$ cat src/hw/rtl/ac3_eac3_sync_header_parser_assert.svh
// assertion macros for the ac3 / e-ac3 sync header parser
`ifndef AC3_EAC3_SYNC_HEADER_PARSER_ASSERT_SVH
`define AC3_EAC3_SYNC_HEADER_PARSER_ASSERT_SVH

// same-cycle implication
`define AC3P_ASSERT_IMP(lbl, clk_s, rst_s, ante, cons, msg) \
	lbl: assert property (@(posedge clk_s) disable iff (!rst_s) (ante) |-> (cons)) \
		else $error(msg);

// next-cycle implication
`define AC3P_ASSERT_NXT(lbl, clk_s, rst_s, ante, cons, msg) \
	lbl: assert property (@(posedge clk_s) disable iff (!rst_s) (ante) |=> (cons)) \
		else $error(msg);

`endif

$ cat src/hw/rtl/ac3p_pkg.sv
// constants and lookup tables for the ac3 / e-ac3 sync header parser
package ac3p_pkg;

	localparam logic [7:0] SYNC_HI = 8'h0B;
	localparam logic [7:0] SYNC_LO = 8'h77;
	localparam logic [4:0] BSID_AC3_MAX = 5'd10;
	localparam logic [4:0] BSID_EAC3_MAX = 5'd16;
	localparam logic [5:0] SIZE_CODE_LIMIT = 6'd38;
	localparam logic [1:0] FSCOD_RESERVED = 2'd3;
	localparam int DIV_BITS = 23;
	localparam int IN_DATA_BITS = 8;
	localparam int OUT_DATA_BITS = 128;
	// ceil(2^25 / 3), exact for dividends below 2^25
	localparam logic [23:0] RECIP_3 = 24'hAAAAAB;

	// nominal ac3 bit rate in kbit/s per frmsizecod pair
	function automatic logic [9:0] ac3_kbps(input logic [4:0] idx);
		logic [9:0] v;
		unique case (idx)
			5'd0: v = 10'd32;
			5'd1: v = 10'd40;
			5'd2: v = 10'd48;
			5'd3: v = 10'd56;
			5'd4: v = 10'd64;
			5'd5: v = 10'd80;
			5'd6: v = 10'd96;
			5'd7: v = 10'd112;
			5'd8: v = 10'd128;
			5'd9: v = 10'd160;
			5'd10: v = 10'd192;
			5'd11: v = 10'd224;
			5'd12: v = 10'd256;
			5'd13: v = 10'd320;
			5'd14: v = 10'd384;
			5'd15: v = 10'd448;
			5'd16: v = 10'd512;
			5'd17: v = 10'd576;
			5'd18: v = 10'd640;
			default: v = 10'd0;
		endcase
		return v;
	endfunction

	// ac3 frame words at 44.1 khz for even frmsizecod; odd codes add one
	function automatic logic [10:0] ac3_words_44k(input logic [4:0] idx);
		logic [10:0] v;
		unique case (idx)
			5'd0: v = 11'd69;
			5'd1: v = 11'd87;
			5'd2: v = 11'd104;
			5'd3: v = 11'd121;
			5'd4: v = 11'd139;
			5'd5: v = 11'd174;
			5'd6: v = 11'd208;
			5'd7: v = 11'd243;
			5'd8: v = 11'd278;
			5'd9: v = 11'd348;
			5'd10: v = 11'd417;
			5'd11: v = 11'd487;
			5'd12: v = 11'd557;
			5'd13: v = 11'd696;
			5'd14: v = 11'd835;
			5'd15: v = 11'd975;
			5'd16: v = 11'd1114;
			5'd17: v = 11'd1253;
			5'd18: v = 11'd1393;
			default: v = 11'd0;
		endcase
		return v;
	endfunction

	function automatic logic [15:0] rate_full(input logic [1:0] code);
		logic [15:0] v;
		unique case (code)
			2'd0: v = 16'd48000;
			2'd1: v = 16'd44100;
			2'd2: v = 16'd32000;
			default: v = 16'd0;
		endcase
		return v;
	endfunction

	function automatic logic [15:0] rate_half(input logic [1:0] code);
		logic [15:0] v;
		unique case (code)
			2'd0: v = 16'd24000;
			2'd1: v = 16'd22050;
			2'd2: v = 16'd16000;
			default: v = 16'd0;
		endcase
		return v;
	endfunction

	function automatic logic [2:0] block_count(input logic [1:0] code);
		logic [2:0] v;
		unique case (code)
			2'd0: v = 3'd1;
			2'd1: v = 3'd2;
			2'd2: v = 3'd3;
			default: v = 3'd6;
		endcase
		return v;
	endfunction

endpackage

$ cat src/hw/rtl/ac3_eac3_sync_header_parser.sv
// ac3 / e-ac3 sync frame header parser top level
// usage:
//   s_axis carries one stream byte per word in tdata; tuser set marks the first
//   byte of a new buffer and clears the scan and the byte position first.
//   m_axis gives one word per valid header, on the word after its last byte;
//   tuser is the stream kind (0 ac3, 1 e-ac3), tdata the decoded fields.
// throughput and decode:
//   ordinary bytes take one cycle each. after the last header byte, tready
//   stays low while the header is decoded: the multiply step alone for a
//   rejected header, then the output step for ac3, or the divide and output
//   steps for e-ac3, where one shared multiplier forms frame bytes times sample
//   rate and then divides by the block count as a halving and a multiply by the
//   reciprocal of three. the result word is valid on the cycle after that.
// reset:
//   arst_n clears the scan, the byte position and the output valid.
// stall:
//   the result sits in an output register; bytes keep flowing while it waits.
//   a later header that is done before the word is taken holds tready low
//   until m_axis_tready frees the output register.
`include "ac3_eac3_sync_header_parser_assert.svh"

module ac3_eac3_sync_header_parser #(
	parameter int POSITION_BITS = 32
) (
	input  logic                                clk,
	input  logic                                arst_n,
	input  logic                                s_axis_tvalid,
	output logic                                s_axis_tready,
	// [7:0] data_byte
	input  logic [ac3p_pkg::IN_DATA_BITS-1:0]   s_axis_tdata,
	// [0] restart
	input  logic                                s_axis_tuser,
	output logic                                m_axis_tvalid,
	input  logic                                m_axis_tready,
	// [4:0] bsid_value, [20:5] crc_word, [36:21] sample_rate, [49:37] frame_bytes,
	// [72:50] bit_rate, [75:73] audio_blocks, [107:76] start_position,
	// [109:108] stream_type, [112:110] substream_id, [114:113] rate_code,
	// [120:115] size_code, [127:121] zero
	output logic [ac3p_pkg::OUT_DATA_BITS-1:0]  m_axis_tdata,
	// [0] stream_kind
	output logic                                m_axis_tuser
);

	localparam logic [2:0] PH_HUNT = 3'd0;
	localparam logic [2:0] PH_SECOND = 3'd1;
	localparam logic [2:0] PH_HDR0 = 3'd2;
	localparam logic [2:0] PH_HDR3 = 3'd5;

	localparam logic [1:0] ST_SCAN = 2'd0;
	localparam logic [1:0] ST_MUL = 2'd1;
	localparam logic [1:0] ST_DIV = 2'd2;
	localparam logic [1:0] ST_OUT = 2'd3;

	localparam logic [POSITION_BITS-1:0] HDR_OFFSET = POSITION_BITS'(5);

	logic [1:0] state_q;
	logic [2:0] phase_q;
	logic [POSITION_BITS-1:0] pos_q;
	logic [POSITION_BITS-1:0] start_q;
	logic [7:0] hdr_q [4];
	logic [ac3p_pkg::DIV_BITS-1:0] dq_q;
	logic m_valid_q;
	logic [ac3p_pkg::OUT_DATA_BITS-1:0] m_data_q;
	logic m_kind_q;

	logic s_accept;
	logic [7:0] in_byte;
	logic [2:0] phase_eff;
	logic [POSITION_BITS-1:0] pos_cur;
	logic [1:0] hdr_idx;

	logic [4:0] bsid;
	logic [1:0] fscod;
	logic [5:0] fsc;
	logic [1:0] code54;
	logic is_ac3;
	logic is_eac3;
	logic ac3_bad;
	logic [9:0] kbps;
	logic [11:0] ac3_words;
	logic [22:0] ac3_rate;
	logic [10:0] frmsiz;
	logic [12:0] eac3_bytes;
	logic [1:0] nb_code;
	logic [2:0] blocks;
	logic [15:0] srate;
	logic [12:0] fbytes;
	logic [22:0] div_in;
	logic [22:0] mul_a;
	logic [23:0] mul_b;
	logic [46:0] product;
	logic [15:0] crc;
	logic [22:0] brate;
	logic [1:0] styp;
	logic [2:0] sub;
	logic [5:0] size_code;
	logic [POSITION_BITS+31:0] start_wide;
	logic [31:0] start32;

	assign s_axis_tready = (state_q == ST_SCAN);
	assign s_accept = s_axis_tvalid && s_axis_tready;
	assign in_byte = s_axis_tdata[7:0];
	assign phase_eff = s_axis_tuser ? PH_HUNT : phase_q;
	assign pos_cur = s_axis_tuser ? '0 : pos_q;
	assign hdr_idx = 2'(phase_eff - PH_HDR0);

	always_comb begin
		bsid = hdr_q[3][7:3];
		fscod = hdr_q[2][7:6];
		fsc = hdr_q[2][5:0];
		code54 = hdr_q[2][5:4];
		is_ac3 = (bsid <= ac3p_pkg::BSID_AC3_MAX);
		is_eac3 = !is_ac3 && (bsid <= ac3p_pkg::BSID_EAC3_MAX);
		ac3_bad = (fscod == ac3p_pkg::FSCOD_RESERVED) || (fsc >= ac3p_pkg::SIZE_CODE_LIMIT);
		kbps = ac3p_pkg::ac3_kbps(fsc[5:1]);
		unique case (fscod)
			2'd0: ac3_words = {1'b0, kbps, 1'b0};
			2'd1: ac3_words = 12'(ac3p_pkg::ac3_words_44k(fsc[5:1])) + 12'(fsc[0]);
			2'd2: ac3_words = 12'(kbps) + {1'b0, kbps, 1'b0};
			default: ac3_words = '0;
		endcase
		ac3_rate = 23'(kbps) * 23'd1000;
		frmsiz = {hdr_q[0][2:0], hdr_q[1]};
		eac3_bytes = {12'(frmsiz) + 12'd1, 1'b0};
		if (fscod == ac3p_pkg::FSCOD_RESERVED && !is_ac3) begin
			srate = ac3p_pkg::rate_half(code54);
			nb_code = 2'd3;
		end else begin
			srate = ac3p_pkg::rate_full(fscod);
			nb_code = is_ac3 ? 2'd3 : code54;
		end
		blocks = ac3p_pkg::block_count(nb_code);
		fbytes = is_ac3 ? {ac3_words, 1'b0} : eac3_bytes;
		// block counts 2 and 6 halve first, 3 and 6 then divide by three
		div_in = nb_code[0] ? {1'b0, dq_q[ac3p_pkg::DIV_BITS-1:1]} : dq_q;
		mul_a = (state_q == ST_DIV) ? div_in : 23'(fbytes);
		mul_b = (state_q == ST_DIV) ? ac3p_pkg::RECIP_3 : 24'(srate);
		product = 47'(mul_a) * 47'(mul_b);
		crc = is_ac3 ? {hdr_q[0], hdr_q[1]} : 16'd0;
		brate = is_ac3 ? ac3_rate : dq_q;
		styp = is_ac3 ? 2'd0 : hdr_q[0][7:6];
		sub = is_ac3 ? 3'd0 : hdr_q[0][5:3];
		size_code = is_ac3 ? fsc : 6'd0;
		start_wide = {32'd0, start_q};
		start32 = start_wide[31:0];
	end

	always_ff @(posedge clk or negedge arst_n) begin
		if (!arst_n) begin
			state_q <= ST_SCAN;
			phase_q <= PH_HUNT;
			pos_q <= '0;
			m_valid_q <= 1'b0;
		end else begin
			if (m_valid_q && m_axis_tready && state_q != ST_OUT) begin
				m_valid_q <= 1'b0;
			end
			unique case (state_q)
				ST_SCAN: begin
					if (s_accept) begin
						pos_q <= pos_cur + POSITION_BITS'(1);
						priority if (phase_eff == PH_HUNT) begin
							phase_q <= (in_byte == ac3p_pkg::SYNC_HI) ? PH_SECOND : PH_HUNT;
						end else if (phase_eff == PH_SECOND) begin
							priority if (in_byte == ac3p_pkg::SYNC_LO) begin
								phase_q <= PH_HDR0;
							end else if (in_byte != ac3p_pkg::SYNC_HI) begin
								phase_q <= PH_HUNT;
							end else begin
								phase_q <= PH_SECOND;
							end
						end else if (phase_eff > PH_HDR3) begin
							phase_q <= PH_HUNT;
						end else if (phase_eff < PH_HDR3) begin
							phase_q <= phase_eff + 3'd1;
						end else begin
							phase_q <= PH_HUNT;
							start_q <= pos_cur - HDR_OFFSET;
							state_q <= ST_MUL;
						end
					end
				end
				ST_MUL: begin
					priority if (is_ac3) begin
						state_q <= ac3_bad ? ST_SCAN : ST_OUT;
					end else if (is_eac3) begin
						dq_q <= product[27:5];
						state_q <= ST_DIV;
					end else begin
						state_q <= ST_SCAN;
					end
				end
				ST_DIV: begin
					dq_q <= nb_code[1] ? 23'(product[46:25]) : div_in;
					state_q <= ST_OUT;
				end
				default: begin
					if (!m_valid_q || m_axis_tready) begin
						m_valid_q <= 1'b1;
						state_q <= ST_SCAN;
					end
				end
			endcase
		end
	end

	always_ff @(posedge clk) begin
		if (s_accept && phase_eff >= PH_HDR0 && phase_eff <= PH_HDR3) begin
			hdr_q[hdr_idx] <= in_byte;
		end
		if (state_q == ST_OUT && (!m_valid_q || m_axis_tready)) begin
			m_kind_q <= !is_ac3;
			m_data_q <= {7'd0, size_code, fscod, sub, styp, start32, blocks, brate,
				fbytes, srate, crc, bsid};
		end
	end

	assign m_axis_tvalid = m_valid_q;
	assign m_axis_tdata = m_data_q;
	assign m_axis_tuser = m_kind_q;

	`AC3P_ASSERT_IMP(a_out_from_final, clk, arst_n, $rose(m_valid_q),
		$past(state_q) == ST_OUT, "result word raised outside the output step")
	`AC3P_ASSERT_IMP(a_div_eac3_only, clk, arst_n, state_q == ST_DIV,
		is_eac3, "divide step entered for a header that is not e-ac3")
	`AC3P_ASSERT_NXT(a_last_byte_decodes, clk, arst_n, s_accept && phase_eff == PH_HDR3,
		state_q == ST_MUL, "last header byte did not start the decode")
	`AC3P_ASSERT_NXT(a_div_one_step, clk, arst_n, state_q == ST_DIV,
		state_q == ST_OUT, "divide step did not lead to the output step")

endmodule

$ cat config.mk
export PLATFORM = sky130hd
export DESIGN_NAME = ac3_eac3_sync_header_parser
export DESIGN_NICKNAME = d
export VERILOG_FILES = /design/src/hw/rtl/ac3p_pkg.sv /design/src/hw/rtl/ac3_eac3_sync_header_parser.sv
export VERILOG_INCLUDE_DIRS = /design/src /design/src/hw/rtl
export SDC_FILE = /design/constraint.sdc
export NUM_CORES = 1
export LEC_CHECK = 0
export BUFFER_PORTS_ARGS = -buffer_cell sky130_fd_sc_hd__buf_2
export CORE_UTILIZATION = 50
export CTS_CLUSTER_SIZE = 20
export DETAILED_ROUTE_END_ITERATION = 10
export GPL_TIMING_DRIVEN = 0
export HOLD_SLACK_MARGIN = 0.05
export PLACE_DENSITY = 0.76
export SYNTH_ARGS = -nofsm -noshare
export SYNTH_HDL_FRONTEND = slang
export SYNTH_SLANG_ARGS = --single-unit
$ cat constraint.sdc
create_clock -name clk -period 21.8 [get_ports clk]
set_input_delay 0 -clock clk [delete_from_list [all_inputs] [get_ports clk]]
set_output_delay 0 -clock clk [all_outputs]
set_load 0.03 [all_outputs]
==> results of run 1 <==
-- per-stage QoR --
step	instances	hold WS [ps]	setup slack (ps)
after detailed placement	3773	196.1	10730
after global placement	3769	182.6	10770
after global routing	3828	224.6	9996
after CTS	3828	170.6	10690
after floorplan	2898	-295.6	12570
final	3829	163.2	10430
-- worst paths after layout --
path	start	to	slack, ps
max in group asynchronous	arst_n	m_axis_tvalid	21030
worst max register to register	hdr_q[2][4]	dq_q[18]	10430
worst max-delay path	hdr_q[2][4]	dq_q[18]	10430
worst min-delay path	arst_n	pos_q[16]	160
worst min register to register	start32[8]	m_axis_tdata[84]	420
min in group clk	s_axis_tdata[0]	hdr_q[1][0]	250
-- cell families (layout without fill, tap and decap cells) --
family | Yosys count | after routing | synth area share, %
AOI/OAI and AO/OA | 378 | 378 | 8.819
xor gates and xnor gates | 107 | 107 | 3.381
adders and majority gates | 639 | 639 | 38.62
buffers and inverters | 668 | 859 | 9.320
DFF | 239 | 239 | 25.20
muxes | 29 | 29 | 1.052
other | 2 | 78 | 0.02709
and+or+nand+nor | 761 | 761 | 13.58
-- synthesized netlist by cell type (all sizes together), types with 34 or more instances --
cell / instances
inv: 553
a21o: 46
nor3: 42
ha: 278
nand2: 217
edfxtp: 201
xnor2: 71
o21ai: 89
nor2: 179
dfrtp: 38
a21oi: 106
clkbuf: 80
and2: 54
nand3: 61
fa: 361
nand2b: 75
xor2: 36
buf: 34
-- layout make-up --
class                   count  area (µm²)  share of cell area [%]
diodes                      1       2.502                0.008168
multi-input cells        1991       18450                   60.21
clock buffers              27       600.6                   1.960
well taps                 739       924.6                   3.018
repair buffers            149       885.9                   2.891
plain buffers             114       504.2                   1.646
inverters                 554        2079                   6.787
flip-flops and latches    239        6987                   22.80
clock inverters            15       206.4                  0.6738
-- critical path: cells and delay by family, from the launching register on --
| family | cells | cell delay, ps |
|---|---|---|
| AOI/OAI and AO/OA | 12 | 4380 |
| buffers and inverters | 8 | 920 |
| DFF | 1 | 560 |
| muxes | 1 | 220 |
| adders and majority gates | 9 | 4000 |
| and+or+nand+nor | 5 | 980 |
-- routing by layer --
metal  vias up  wire (µm)  global-route usage (%)
li1       9555          -                       -
met3       194       7519                   6.178
met5         -          0                       0
met4         0       3079                   9.619
met2       983      34450                   43.67
met1     10429      30270                   36.59
-- cell usage in the layout, fill, tap and decap left out, types with 46 or more instances in the layout --
| master | instances |
|---|---|
| inv_1 | 553 |
| fa_1 | 361 |
| ha_1 | 278 |
| nand2_1 | 217 |
| edfxtp_1 | 201 |
| nor2_1 | 178 |
| buf_2 | 145 |
| a21oi_1 | 104 |
| clkbuf_1 | 83 |
| o21ai_0 | 81 |
| conb_1 | 77 |
| nand2b_1 | 75 |
| xnor2_1 | 71 |
| nand3_1 | 61 |
| and2_1 | 54 |
| a21o_1 | 46 |
-- repair_timing --
action,CTS,global route
hold buffers,13,0
endpoints found under the hold margin,83,0
resized for setup,0,0
-- sequential cells by signal, indices dropped and copies added (netlist names) --
signal         cells
pos_q             32
m_axis_tvalid      1
phase_q            3
start32           32
state_q            2
dq_q              23
m_axis_tdata     116
m_axis_tuser       1
hdr_q             29
==> results.sh, run 1 <==
export IMPL_grt_max_degree=41
export IMPL_clk_pin_slew_ps=70
export IMPL_hold_violations=0
export IMPL_crit_path_start_kind="register"
export IMPL_clockRootBuffer="clkbuf_16"
export IMPL_crit_type="reg2reg"
export IMPL_grtUsageTotal_pct=27.33
export IMPL_final_util_pct=56.38
export IMPL_ys_seq_elements=239
export IMPL_max_stage_delay_ps=1160
export IMPL_tritoncts="built"
export IMPL_drtIter0Drc=2201
export IMPL_placed_cell_area_mm2=0.02970
export IMPL_grt_pass1_wl_um=118300
export IMPL_maxSlewViolCount=0
export IMPL_ys_flop_type="edfxtp_1"
export IMPL_synth_area_leaders="fa_1 26%, edfxtp_1 22%, ha_1 13%, inv_1 7.5%, dfrtp_1 3.4%"
export IMPL_dieWidth_um=237.5
export IMPL_gp_congestion=1.040
export IMPL_fin_crit_ps=11370
export IMPL_worstPathMaxFanout=10
export IMPL_rsz0062_at_grt="no"
export IMPL_grt_overflow=0
export IMPL_dieArea_mm2=0.05639
export IMPL_required_ps=22060
export IMPL_syn_inst=2823
export IMPL_cts_setup_buffers=0
export IMPL_avgSynthCellArea_um2=9.820
export IMPL_synth_edf_count=201
export IMPL_hp_class="in2async"
export IMPL_rr_worst_depth=35
export IMPL_via_per_inst=5.527
export IMPL_status="complete, no violations"
export IMPL_drive_gt1_share_pct=7.737
export IMPL_timing_final_crit_share_pct=52.17
export IMPL_wire_per_inst_um=19.67
export IMPL_antenna_found_initial=2
export IMPL_cts_sinks=239
export IMPL_cp_arrival_ps=11630
export IMPL_synth_cell_types=82
export IMPL_relSlewSlack_pct=3.195
export IMPL_grt_pass1_vias=21372
export IMPL_async_flop_share_pct=15.90
export IMPL_start_util_pct=51.01
export IMPL_io_buffers=132
export IMPL_clk_latency_ps=550
export IMPL_clk_path_buf_depth=3
export IMPL_drcViolationCount=0
export IMPL_worst_pin_slew_ps=1445
export IMPL_dpl_hpwl_um=61000
export IMPL_yosysWarnings=0
export IMPL_final_cell_area_mm2=0.03064
export IMPL_drt_wl_total_um=75320
export IMPL_cts_made_buffers=23
export IMPL_finalSetupViolations=0
export IMPL_die_h_um=237.5
export IMPL_fmax_ghz=0.08793
export IMPL_critPathCaptureType="register"
export IMPL_yosys_area_top_type="fa_1"
export IMPL_nFillCells=4727
export IMPL_coreArea_mm2=0.05435
export IMPL_syn_area_mm2=0.02772
export IMPL_final_nets=3724
export IMPL_cts_max_level=1
export IMPL_ios=144
export IMPL_critPathSlowestCell="a31oi_1"
export IMPL_vias=21161
export IMPL_finClkSkew_ps=20.96
export IMPL_ys_seq_area_share_pct=25.20
export IMPL_detail_route_antenna_nets=0
export IMPL_rows=85
export IMPL_area_growth_pct=10.52
export IMPL_drt_first_pass_iters=9
export IMPL_synth_top_area_share_pct=26.07
export IMPL_fin_setup_tns_ps=0
export IMPL_drv_cap=0
Power of run 1 is left out: the tool's default activity adds up to more than one toggle a clock period on the data nets, which glitch-free logic cannot reach.
==> inputs of run 2 (changes only) <==
- clock period: 21.8 -> 11.3 ns (I/O delays scaled with it)
==> run 2 against run 1 <==
Clock skew decreased by 2.0 ps. Count of clock-buffer cells in the layout is the same. Critical path depth grew 3. Via count about the same. Critical path type unchanged. Core utilization grew 0.11 points. Final cell count stayed put. Sequential cell count unchanged. Largest cell class unchanged. Routed wire length barely moved. Worst hold slack worse by 2.9 ps. Global-route usage unchanged. First-iteration DRC count fell by 2.5%.
==> results.sh, run 2 (synthesis results as in run 1) <==
export IMPL_hp_class="in2async"
export IMPL_clk_pin_slew_ps=70
export IMPL_grt_max_degree=41
export IMPL_max_stage_delay_ps=550
export IMPL_busiest_layer="met2"
export IMPL_fin_crit_ps=10900
export IMPL_met3_usage_pct=6.178
export IMPL_drv_cap=0
export IMPL_io_buffers=132
export IMPL_grt_pass1_wl_um=118300
export IMPL_mostFrequentLayoutCells="553 x inv_1, 361 x fa_1, 278 x ha_1"
export IMPL_crit_path_start_kind="register"
export IMPL_final_nets=3724
export IMPL_grtUsageTotal_pct=27.33
export IMPL_via_per_inst=5.531
export IMPL_finalSetupViolations=0
export IMPL_timing_final_crit_share_pct=96.44
export IMPL_dieArea_mm2=0.05639
export IMPL_dieWidth_um=237.5
export IMPL_grt_overflow=0
export IMPL_drtIter0Drc=2146
export IMPL_cts_max_level=1
export IMPL_fmax_ghz=0.09176
export IMPL_finClkSkew_ps=18.98
export IMPL_grt_pass1_vias=21372
export IMPL_clk_latency_ps=550
export IMPL_grtUsageMet2_pct=43.67
export IMPL_antenna_found_initial=2
export IMPL_ios=144
export IMPL_vias=21177
export IMPL_clk_path_buf_depth=3
export IMPL_cts_made_buffers=23
export IMPL_largest_register_ffs=116
export IMPL_coreArea_mm2=0.05435
export IMPL_cts_sinks=239
export IMPL_cp_arrival_ps=11150
export IMPL_required_ps=11560
export IMPL_start_util_pct=51.01
export IMPL_detail_route_antenna_nets=0
export IMPL_hold_violations=0
export IMPL_setup_ws_ps=402.4
export IMPL_worst_pin_slew_ps=1368
export IMPL_use_met1_pct=36.59
export IMPL_area_growth_pct=10.74
export IMPL_drt_first_pass_iters=8
export IMPL_relSlewSlack_pct=8.436
export IMPL_drt_wl_total_um=75330
export IMPL_gp_congestion=1.040
export IMPL_dpl_hpwl_um=61000
export IMPL_crit_type="reg2reg"
export IMPL_critPathCaptureType="register"
export IMPL_tritoncts="built"
export IMPL_wire_per_inst_um=19.67
export IMPL_die_h_um=237.5
export IMPL_final_common_cell="inv_1"
export IMPL_worstPathMaxFanout=10
export IMPL_drive_gt1_share_pct=7.996
export IMPL_nFillCells=4725
export IMPL_rows=85
export IMPL_place_ws_ps=230.1
export IMPL_status="complete, no violations"
export IMPL_clockRootBuffer="clkbuf_16"
export IMPL_path_common_cell="fa_1"
export IMPL_critPathSlowestCell="edfxtp_1"
export IMPL_hold_slack_ps=160.3
export IMPL_fin_setup_tns_ps=0
export IMPL_maxSlewViolCount=0
export IMPL_rsz0062_at_grt="no"
export IMPL_drcViolationCount=0
[run 2: cell type report]
type | count | area, µm² | area share, %
antenna | 1 | 2.502 | 0.008152
buffer | 113 | 500.5 | 1.630
clock buffer | 27 | 600.6 | 1.956
clock inverter | 15 | 206.4 | 0.6725
inverter | 554 | 2079 | 6.774
multi-input combinational | 1991 | 18500 | 60.28
sequential | 239 | 6987 | 22.76
tap | 739 | 924.6 | 3.012
timing repair buffer | 150 | 893.4 | 2.910
[run 2: worst paths after layout]
check,startpoint,to,slack (ps),cells past startpoint
hold / removal,arst_n,pos_q[16],160,2
setup reg to reg,hdr_q[2][4],dq_q[18],400,38
max in group asynchronous,arst_n,m_axis_tvalid,10540,2
min in group clk,s_axis_tdata[1],hdr_q[1][1],230,2
setup / recovery,hdr_q[2][4],dq_q[18],400,38
hold reg to reg,start32[12],m_axis_tdata[88],420,0
[run 2: worst max-delay path, delay by kind of cell, from the launching register on]
family	cells	cell delay, ps
multiplexers	1	220
XOR/XNOR	1	170
adder cells (fa/ha/maj)	10	4520
flip-flops	1	550
AND/OR/NAND/NOR	6	1410
buffers and inverters	8	960
AO/OA/AOI/OAI	12	2750
[run 2: metrics by stage]
stage	util, %	instance area [µm²]	instances
floorplan	-	28000	2898
global placement	54.44	29590	3769
detailed placement	54.65	29700	3773
CTS	56.37	30640	3828
global route	56.48	30700	3828
finish	56.49	30700	3829
[run 2: routing by layer]
metal | up-vias | wire length, µm
li1 | 9569 | -
met1 | 10443 | 30260
met2 | 959 | 34410
met3 | 206 | 7446
met4 | 0 | 3212
met5 | - | 0
[run 2: timing repair]
action,in CTS,in global routing
buffers inserted,0,1
hold buffers,13,0
gates resized for setup,0,11
setup endpoints to repair,0,20
hold endpoints to repair,83,0
Power of run 2 is left out for the same reason.
